File: config.mk
export PLATFORM = sky130hd
export DESIGN_NAME = nbh_rem_unit
export DESIGN_NICKNAME = d
export VERILOG_FILES = /design/src/rtl/nbh_pkg.sv /design/src/rtl/nbh_rem_unit.sv
export SDC_FILE = /design/constraint.sdc
export NUM_CORES = 1
export LEC_CHECK = 0
export ABC_AREA = 0
export BUFFER_PORTS_ARGS = -buffer_cell sky130_fd_sc_hd__buf_2
export CORE_MARGIN = 2
export CORE_UTILIZATION = 45
export CTS_CLUSTER_DIAMETER = 100
export DETAILED_ROUTE_END_ITERATION = 10
export PLACE_DENSITY = 0.69
export SETUP_SLACK_MARGIN = 0.3
export SLEW_MARGIN = 5
export SYNTH_ARGS = -nofsm -noshare
export SYNTH_HDL_FRONTEND = slang
export SYNTH_SLANG_ARGS = --single-unit
File: constraint.sdc
create_clock -name clk_i -period 3.53 [get_ports clk_i]
set_input_delay 0 -clock clk_i [delete_from_list [all_inputs] [get_ports clk_i]]
set_output_delay 0 -clock clk_i [all_outputs]
set_load 0.05 [all_outputs]
File: src/rtl/nbh_pkg.sv
// ----------------------------------------------------------------------------
// nbh_pkg
// Shared constants, types and codes for the n-gram bucket hash block.
// ----------------------------------------------------------------------------
package nbh_pkg;

  localparam int MaxOrder     = 3;
  localparam int MaxHeads     = 8;
  localparam int MaxLayers    = 4;
  localparam int HistDepth    = MaxOrder - 1;
  localparam int ColsPerLayer = (MaxOrder - 1) * MaxHeads;
  localparam int MulDepth     = MaxLayers * MaxOrder;
  localparam int PriDepth     = MaxLayers * ColsPerLayer;
  localparam int MulAw        = (MulDepth > 1) ? $clog2(MulDepth) : 1;
  localparam int PriAw        = (PriDepth > 1) ? $clog2(PriDepth) : 1;
  localparam int OrdW         = $clog2(MaxOrder + 1);
  localparam int HeadW        = $clog2(MaxHeads + 1);
  localparam int LayW         = $clog2(MaxLayers + 1);

  localparam logic [1:0] FuncToken = 2'd0;
  localparam logic [1:0] FuncMul   = 2'd1;
  localparam logic [1:0] FuncPrime = 2'd2;

  localparam logic [1:0] RegPad   = 2'd0;
  localparam logic [1:0] RegOrder = 2'd1;
  localparam logic [1:0] RegHeads = 2'd2;
  localparam logic [1:0] RegLayer = 2'd3;

  typedef enum logic [2:0] {
    StIdle,
    StMulRd,
    StMulAcc,
    StPriRd,
    StDivGo,
    StDiv,
    StOut
  } state_e;

  // request from the sequencer to the remainder unit
  typedef struct packed {
    logic        start;
    logic [63:0] dividend;
    logic [30:0] divisor;
  } div_req_t;

  typedef struct packed {
    logic        done;
    logic [63:0] rem;
  } div_rsp_t;

endpackage

File: src/rtl/nbh_rem_unit.sv
// ----------------------------------------------------------------------------
// nbh_rem_unit
// Restoring bit-serial 64-bit by 31-bit remainder, one quotient bit a cycle.
// ----------------------------------------------------------------------------
module nbh_rem_unit (
  input  logic              clk_i,
  input  logic              rst_ni,
  input  nbh_pkg::div_req_t req_i,
  output nbh_pkg::div_rsp_t rsp_o
);

  logic [63:0] num_q, num_d;
  logic [31:0] acc_q, acc_d;
  logic [30:0] dvs_q, dvs_d;
  logic [6:0]  cnt_q, cnt_d;
  logic        busy_q, busy_d;
  logic        done_q, done_d;
  logic [31:0] trial;
  logic [32:0] diff;

  always_comb begin
    num_d  = num_q;
    acc_d  = acc_q;
    dvs_d  = dvs_q;
    cnt_d  = cnt_q;
    busy_d = busy_q;
    done_d = 1'b0;
    trial  = {acc_q[30:0], num_q[63]};
    diff   = {1'b0, trial} - {2'b00, dvs_q};
    if (req_i.start) begin
      num_d  = req_i.dividend;
      acc_d  = '0;
      dvs_d  = req_i.divisor;
      cnt_d  = 7'd64;
      busy_d = 1'b1;
    end else if (busy_q) begin
      num_d = {num_q[62:0], 1'b0};
      acc_d = diff[32] ? trial : diff[31:0];
      cnt_d = cnt_q - 7'd1;
      if (cnt_q == 7'd1) begin
        busy_d = 1'b0;
        done_d = 1'b1;
      end
    end
  end

  always_ff @(posedge clk_i or negedge rst_ni) begin
    if (!rst_ni) begin
      cnt_q  <= '0;
      busy_q <= 1'b0;
      done_q <= 1'b0;
    end else begin
      cnt_q  <= cnt_d;
      busy_q <= busy_d;
      done_q <= done_d;
    end
  end

  always_ff @(posedge clk_i) begin
    num_q <= num_d;
    acc_q <= acc_d;
    dvs_q <= dvs_d;
  end

  assign rsp_o.done = done_q;
  assign rsp_o.rem  = {32'd0, acc_q};

  a_done_single: assert property (@(posedge clk_i) disable iff (!rst_ni)
    done_q |=> !done_q) else $error("remainder done held");
  a_rem_lt: assert property (@(posedge clk_i) disable iff (!rst_ni)
    done_q && dvs_q != '0 |-> acc_q < {1'b0, dvs_q}) else $error("remainder too large");
  a_busy_cnt: assert property (@(posedge clk_i) disable iff (!rst_ni)
    busy_q |-> cnt_q != '0) else $error("busy with zero count");

endmodule

==> results of run 1 <==
-- worst max-delay path: stages (launching register included) --
cell and delay (ns):
edfxtp_1 0.35, inv_1 0.05, ha_2 0.19, fa_2 0.33, and2b_2 0.26, o2111ai_4 0.11
a31o_1 0.26, o311a_1 0.32, o41ai_4 0.30, a41oi_4 0.25, buf_4 0.22, buf_12 0.13
nor3_4 0.17, a21oi_2 0.05, a211oi_2 0.21
-- final timing paths --
path                       slack, ns        end      start
max                             0.23   acc_q[2]  num_q[63]
min                             0.06   cnt_q[5]  req_i[95]
max reg2reg                     0.23   acc_q[2]  num_q[63]
min reg2reg                     0.52  acc_q[29]  acc_q[29]
max in group asynchronous       2.63     busy_q     rst_ni
min in group asynchronous       0.58     done_q     rst_ni
-- area by class of cell --
| type | count | area share, % |
|---|---|---|
| repair buffers | 250 | 18.9 |
| flip-flops and latches | 136 | 36.6 |
| inverters | 41 | 1.51 |
| well taps | 220 | 2.71 |
| clock inverters | 15 | 1.61 |
| clock buffers | 17 | 4.18 |
| multi-input cells | 475 | 34.5 |
-- per-layer routing --
metal / vias up / track usage [%] / share of wire (%)
li1: 2904 / - / -
met1: 2801 / 25.3 / 43
met2: 185 / 35.3 / 49
met3: 22 / 6.32 / 6.3
met4: 0 / 5.79 / 1.5
met5: - / 0 / 0
-- what timing repair did --
| item | CTS | global route |
|---|---|---|
| gates cloned | 3 | 2 |
| setup buffers | 6 | 5 |
| resized for setup | 9 | 25 |
| hold buffers | 97 | 0 |
| setup endpoints to repair | 31 | 32 |
| pin swaps | 2 | 4 |
| hold endpoints to repair | 104 | 0 |
-- cells in the mapped netlist, drive strengths merged (3+ instances only) --
cell	n	area, um^2
edfxtp	95	2850
nand2b	13	81.3
or2	3	18.8
and3	3	18.8
clkbuf	32	121
nand3b	3	22.5
mux2i	10	100
nor3	6	30.0
nor2	60	225
o21ai	27	135
mux2	63	709
ha	33	413
xnor2	22	193
xor2	9	78.8
inv	41	154
nor2b	5	31.3
nand2	28	105
nand3	9	45.0
buf	37	277
a21oi	50	250
dfxtp	32	641
a21o	15	113
dfrtp	9	225
o211ai	6	45.0
nor3b	3	22.5
a211oi	29	223
o22ai	3	18.8
and2	4	25.0
nand4	3	18.8
a31oi	7	43.8
-- stage by stage --
| stage | hold slack [ns] | worst slack (ns) |
|---|---|---|
| 3_5_place_dp | -0.138 | 0.109 |
| 4_1_cts | 0.0586 | 0.242 |
| 5_1_grt | 0.0901 | 0.0965 |
| 3_3_place_gp | -0.138 | 0.258 |
| 2_1_floorplan | -0.296 | 0.313 |
| 6_report | 0.0641 | 0.231 |
-- sequential cells by signal (all words and copies together) (netlist names) --
register	flops
done_q	1
dvs_q	31
cnt_q	7
acc_q	32
busy_q	1
num_q	64
-- power by group --
group | total (mW) | switching, mW | leakage (nW) | internal (mW)
sequential | 2.36 | 0.289 | 1.35 | 2.07
clock | 1.79 | 0.740 | 0.282 | 1.05
combinational | 3.82 | 2.27 | 2.84 | 1.55
total | 7.97 | 3.30 | 4.47 | 4.67
-- cells by family after synthesis --
family	count (synthesis)	share of synthesized area [%]
other cells	1	0.0498
compound gates	156	13.7
xor+xnor	31	3.60
fa+ha+maj	34	5.75
buf+inv	110	7.32
mux	73	10.7
simple gates	149	9.50
flops	136	49.4
==> flow_summary.ini, run 1 <==
[placed_design]
place_inst = 1009
dp_hpwl_um = 10800
place_area_um2 = 8250
numPortBuffers = 130
place_congestion = 0.880

[drt]
vias_per_cell = 5.12
drt_iter0_markers = 319
route.vias.total = 5912
wirelength_um = 18200
postRouteAntennaNets = 0
wl_per_cell_um = 15.7
drtPass1Iterations = 5
remaining_drc_errors = 0

[floorplan]
die_w_um = 133
fp.dieH_um = 133
die-area_um2 = 17800
floorplan.initialDensity_pct = 45.8
rows = 47
coreArea_um2 = 16500
pin_count = 163

[clocking]
clock_sinks = 136
numCtsBuffers = 17
cts-htree-levels = 4
clkLatencyLatePin_ns = 0.43
cts_buffer_depth = 2
cts.clk_slew.worst_paths_ns = 0.06
cts_root_buf = clkbuf_16
cts_tree = built

[yosys]
yosysSeqAreaShare_pct = 49.4
syn_inst = 690
synth_area_um2 = 7530
ys.flop_type = edfxtp_1
ys_warn_count = 0
synth-edff-count = 95
syn_avg_cell_area_um2 = 10.9
synth_cell_types = 58
synthArstFlopShare_pct = 6.62
yosys_register_bits = 136

[global_route]
grt_pass1_wl_um = 28900
overflow = 0
antenna_found_initial = 0
grt_pass1_vias = 5775
grt_util_all_layers_pct = 20.6
grt_max_degree = 51

[sta]
relSlewSlack_pct = 57.3
rsz0062_at_grt = true
post-route-min-period_ns = 3.30
slew_viol_final = 0
tightestPinTransition_ns = 0.640
period_share_pct = 93.5
setup_viol = 0
max_freq_mhz = 303
hold_viol_final = 0
tns_ns = 0
clock_skew_ns = 0.0137

[worst_hold_path]
whs_path_depth = 2
min_path_type = in2reg

[cells_and_area]
finish.utilization_pct = 61.7
fin_nets = 1053
final_cells = 1154
ff_latch_area_um2 = 3720
final_layout_size_suffix_gt1_share_pct = 29.3
n_antenna_cell = 0
final_common_cell = buf_2
syn2layout_area_growth_pct = 34.9
design_area_um2 = 10200
mostFrequentLayoutCells = buf_2 (129), dlygate4sd3_1 (97), edfxtp_1 (95), mux2_2 (63), nor2_1 (55)
fillCellCount = 1346
multi_input_area_um2 = 3500

[setup_path]
criticalPathCategory = reg2reg
cp-end-kind = flip-flop
start_kind = flip-flop
required_ns = 3.87
path_max_fanout = 6
r2r_cells = 14
arrival_ns = 3.64

[run_status]
status = complete, no violations

[power_and_ir_drop]
power_density_nw_per_um2 = 784
ir_worst_vdd_v = 0.000451
power_mw = 7.97
leakagePower_nw = 4.47

[flow_run]
max-cap-violations = 0
(Power assumes the default switching activity.)
==> run 2: changes to the inputs <==
clock period = 3.2 ns   (was 3.53 ns; I/O delays follow)
==> flow_summary.ini, run 2 (synthesis gave the netlist of run 1 again) <==
[global_route]
overflow = 0
grt_max_degree = 70
grt_util_all_layers_pct = 20.4
antenna_found_initial = 1
grt_pass1_vias = 5989
grt_pass1_wl_um = 29000

[setup_path]
critPathCapture = acc_q[2]
r2r_slack_ns = 0.01
required_ns = 3.55
arrival_ns = 3.54
path_max_fanout = 8
r2r-start = num_q[63]
start_kind = flip-flop
cp-end-kind = flip-flop
startpoint = num_q[63]
r2r-end = acc_q[2]
criticalPathCategory = reg2reg
r2r_cells = 14

[floorplan]
coreArea_um2 = 16500
die-area_um2 = 17800
die_w_um = 133
fp.dieH_um = 133
pin_count = 163
rows = 47
floorplan.initialDensity_pct = 45.8

[clocking]
cts-htree-levels = 4
numCtsBuffers = 17
cts_tree = built
clkLatencyLatePin_ns = 0.43
cts_buffer_depth = 2
cts.clk_slew.worst_paths_ns = 0.07
cts_root_buf = clkbuf_16
clock_sinks = 136

[power_and_ir_drop]
seqPwrFrac_pct = 28.6
power_density_nw_per_um2 = 878
power_mw = 9.14
clockPowerShare_pct = 22.2
p_comb_share_pct = 49.2
netSwitchingPower_mw = 3.80
p_int_mw = 5.34
leakagePower_nw = 4.55
ir_worst_vdd_v = 0.000548
p_sw_share_pct = 41.6

[cells_and_area]
final_common_cell = buf_2
fillCellCount = 1301
final_cells = 1163
final_layout_size_suffix_gt1_share_pct = 33.8
syn2layout_area_growth_pct = 38.1
finish.utilization_pct = 63.2
reg_top3 = num_q: 64 flops, acc_q: 32 flops, dvs_q: 31 flops
mostFrequentLayoutCells = buf_2 (129), dlygate4sd3_1 (97), edfxtp_1 (95), mux2_2 (63), nor2_1 (42)
fin_nets = 1061
largest-register = num_q
design_area_um2 = 10400
largest_register_ffs = 64

[drt]
route.vias.total = 6039
postRouteAntennaNets = 0
wirelength_um = 18200
drtPass1Iterations = 5
wl_per_cell_um = 15.6
drt_iter0_markers = 265
remaining_drc_errors = 0
vias_per_cell = 5.19

[sta]
rsz0062_at_grt = true
tightestPinTransition_ns = 0.706
period_share_pct = 99.7
relSlewSlack_pct = 52.9
post-route-min-period_ns = 3.19
clock_skew_ns = 0.0104
fin_hold_ws_ns = 0.0287
hold_viol_final = 0
setup_viol = 0
max_freq_mhz = 313
slew_viol_final = 0

[run_status]
status = complete, no violations

[placed_design]
place_area_um2 = 8310
dp_hpwl_um = 11000
place_congestion = 0.874
place_inst = 1016
numPortBuffers = 130

[worst_hold_path]
min_path_type = in2reg
whs_path_depth = 1

[flow_run]
max-cap-violations = 0
run 2: power groups by stage:
stage	Clock (mW)	Sequential [mW]	Combinational, mW
finish	2.03	2.61	4.49
global route	2.12	2.66	4.85
CTS	2.07	2.59	4.16
detailed placement	0	2.61	3.63
global placement	0	2.60	3.62
floorplan	0	3.19	2.29
run 2: critical path: stages (launching register included):
cell	delay (ns)
edfxtp_1	0.35
inv_1	0.05
ha_2	0.19
fa_2	0.33
and2b_2	0.23
o2111ai_2	0.12
a31o_1	0.26
o311a_1	0.34
o41ai_4	0.30
a41oi_4	0.23
buf_6	0.18
buf_12	0.14
nor3_4	0.18
a21oi_2	0.05
a211oi_2	0.16
run 2: area by class of cell:
cell class	instances	area [um^2]	share of cell area, %
flip-flops and latches	136	3730	35.8
multi-input cells	475	3640	35.0
repair buffers	258	2000	19.2
clock buffers	17	425	4.09
clock inverters	15	178	1.71
inverters	41	154	1.48
well taps	220	275	2.65
diodes	1	2.50	0.0240
run 2: worst min path at each step:
| stage | startpoint | endpoint | slack, ns |
|---|---|---|---|
| after floorplan | rst_ni | busy_q | -0.30 |
| after CTS | req_i[95] | dvs_q[8] | 0.009 |
| final | req_i[95] | dvs_q[8] | 0.03 |
| after detailed placement | rst_ni | cnt_q[5] | -0.14 |
| after global routing | req_i[95] | dvs_q[7] | 0.03 |
| after global placement | rst_ni | cnt_q[3] | -0.14 |
run 2: routing by layer:
| layer | global-route usage [%] | share of wire, % | up-vias |
|---|---|---|---|
| li1 | - | - | 2922 |
| met1 | 25.3 | 43 | 2873 |
| met2 | 35.1 | 49 | 220 |
| met3 | 5.37 | 6.3 | 24 |
| met4 | 6.32 | 1.4 | 0 |
| met5 | 0 | 0 | - |
run 2: stage by stage:
stage,setup TNS [ns],setup WS (ns)
floorplan,0,0.135
global placement,0,0.111
detailed placement,-0.0186,-0.0186
CTS,0,0.0249
global route,-2.89,-0.166
finish,0,0.0102
run 2: repair_timing:
item | CTS | global route
cloned | 4 | 1
setup endpoints to repair | 32 | 32
pin swaps | 27 | 11
gates resized for setup | 41 | 44
buffers inserted | 10 | 2
hold buffers | 97 | 0
hold endpoints to repair | 104 | 0
==> run 3: changes to the inputs <==
CELL_PAD_IN_SITES_DETAIL_PLACEMENT = 1   (was not set)
CELL_PAD_IN_SITES_GLOBAL_PLACEMENT = 2   (was not set)
CORE_UTILIZATION = 35   (was 45)
PLACE_DENSITY = 0.81   (was 0.69)
==> flow_summary.ini, run 3 (synthesis gave the netlist of run 1 again) <==
[drt]
met1_length_um = 8870
route.vias.total = 5914
met3_length_um = 1110
drt_iter0_markers = 225
drtPass1Iterations = 4
remaining_drc_errors = 0
wirelength_um = 20700
postRouteAntennaNets = 0
met2WireLength_um = 10500
vias_per_cell = 4.90
top_layer_used = met4
wl_per_cell_um = 17.2

[power_and_ir_drop]
p_int_mw = 5.03
p_sw_share_pct = 42.0
netSwitchingPower_mw = 3.64
power_mw = 8.67
p_comb_share_pct = 46.0
power_density_nw_per_um2 = 861
seqPwrFrac_pct = 29.8
clockPowerShare_pct = 24.2
leakagePower_nw = 4.42
ir_worst_vdd_v = 0.000318

[placed_design]
place_inst = 1072
numPortBuffers = 130
pre_cts_ws_ns = 0.0332
place_congestion = 0.799
place_area_um2 = 8400
dp_hpwl_um = 12800

[run_status]
status = complete, no violations

[setup_path]
r2r-start = num_q[63]
startpoint = num_q[63]
criticalPathCategory = reg2reg
start_kind = flip-flop
cp-end-kind = flip-flop
path_max_fanout = 3
required_ns = 3.55
arrival_ns = 3.47

[clocking]
clock_sinks = 136
cts_buffer_depth = 2
cts-htree-levels = 4
cts_root_buf = clkbuf_16
cts_tree = built
clkLatencyLatePin_ns = 0.43
cts.clk_slew.worst_paths_ns = 0.07
numCtsBuffers = 17

[flow_run]
max-cap-violations = 0

[sta]
rsz0062_at_grt = true
max_freq_mhz = 320
hold_viol_final = 0
relSlewSlack_pct = 44.4
slew_viol_final = 0
fin_hold_ws_ns = 0.0407
fin_ws_ns = 0.0753
setup_viol = 0
tightestPinTransition_ns = 0.834
clock_skew_ns = 0.0118
period_share_pct = 97.6
post-route-min-period_ns = 3.12
tns_ns = 0

[global_route]
antenna_found_initial = 0
grt_pass1_vias = 6196
grt_max_degree = 69
overflow = 0
grt_pass1_wl_um = 32800
grt_util_all_layers_pct = 18.7

[floorplan]
die-area_um2 = 22700
rows = 53
die_w_um = 151
floorplan.initialDensity_pct = 35.7
fp.dieH_um = 151
coreArea_um2 = 21100
pin_count = 163

[cells_and_area]
final_common_cell = buf_2
final_layout_size_suffix_gt1_share_pct = 29.1
final_cells = 1206
n_antenna_cell = 0
finish.utilization_pct = 47.8
mostFrequentLayoutCells = buf_2 (129), dlygate4sd3_1 (97), edfxtp_1 (95), mux2_2 (63), nor2_1 (55)
design_area_um2 = 10100
fillCellCount = 2328
reg_top3 = num_q: 64 flops, acc_q: 32 flops, dvs_q: 31 flops
fin_nets = 1050
largest-register = num_q
syn2layout_area_growth_pct = 33.7
largest_register_ffs = 64

[worst_hold_path]
min_path_type = in2reg
min_from = req_i[95]
==> run 3: cell count changes in the layout (fill, tap and decap cells not counted), sizes merged <==
| cell | delta |
|---|---|
| buf | -10 |
| inv | +9 |
| clkinv | -8 |
| bufinv | -1 |
| clkinvlp | -1 |
| diode | -1 |
==> run 3: worst max-delay path, stage by stage, from the launching register on <==
cell and delay [ns]:
edfxtp_1 0.35, inv_1 0.05, ha_2 0.19, fa_2 0.33, and2b_1 0.23, o2111ai_2 0.13, a31o_1 0.27, o311a_1 0.32
o41ai_4 0.29, buf_4 0.19, buf_4 0.11, a31oi_1 0.10, xnor2_1 0.17, mux2i_1 0.09, a211oi_1 0.22
==> run 3: routing by layer <==
layer  up-vias  GRT usage, %
met2       147          33.1
met5         -             0
li1       2894             -
met1      2859          22.5
met3        14          5.27
met4         0          4.63
==> run 3: worst paths after layout <==
path,depth (start not counted),slack (ns),end
hold reg to reg,2,0.52,acc_q[4]
min in group asynchronous,3,0.57,cnt_q[4]
setup / recovery,14,0.08,acc_q[26]
max in group asynchronous,3,2.29,busy_q
setup reg to reg,14,0.08,acc_q[26]
hold / removal,2,0.04,cnt_q[3]
==> run 3: final cells by class <==
cell class                      instances  area (um^2)  area share (%)
Clock buffer                           18          439            4.36
Timing Repair Buffer                  247         1800            17.9
Inverter                               41          154            1.53
Tap cell                              275          344            3.42
Multi-Input combinational cell        475         3430            34.1
Clock inverter                         14          174            1.73
Sequential cell                       136         3730            37.0
==> run 3: power groups by stage <==
stage          logic [mW]  clock network, mW  registers (mW)
3_5_place_dp         3.79                  0            2.62
6_report             3.99               2.10            2.59
4_1_cts              3.95               2.14            2.59
2_1_floorplan        2.29                  0            3.19
3_3_place_gp         3.76                  0            2.61
5_1_grt              4.36               2.22            2.65
==> run 3: timing repair <==
action | CTS | global route
buffers inserted | 2 | 3
pin swaps | 0 | 3
endpoints found under the setup margin | 32 | 32
gates resized for setup | 5 | 10
hold buffers | 97 | 0
hold endpoints to repair | 104 | 0
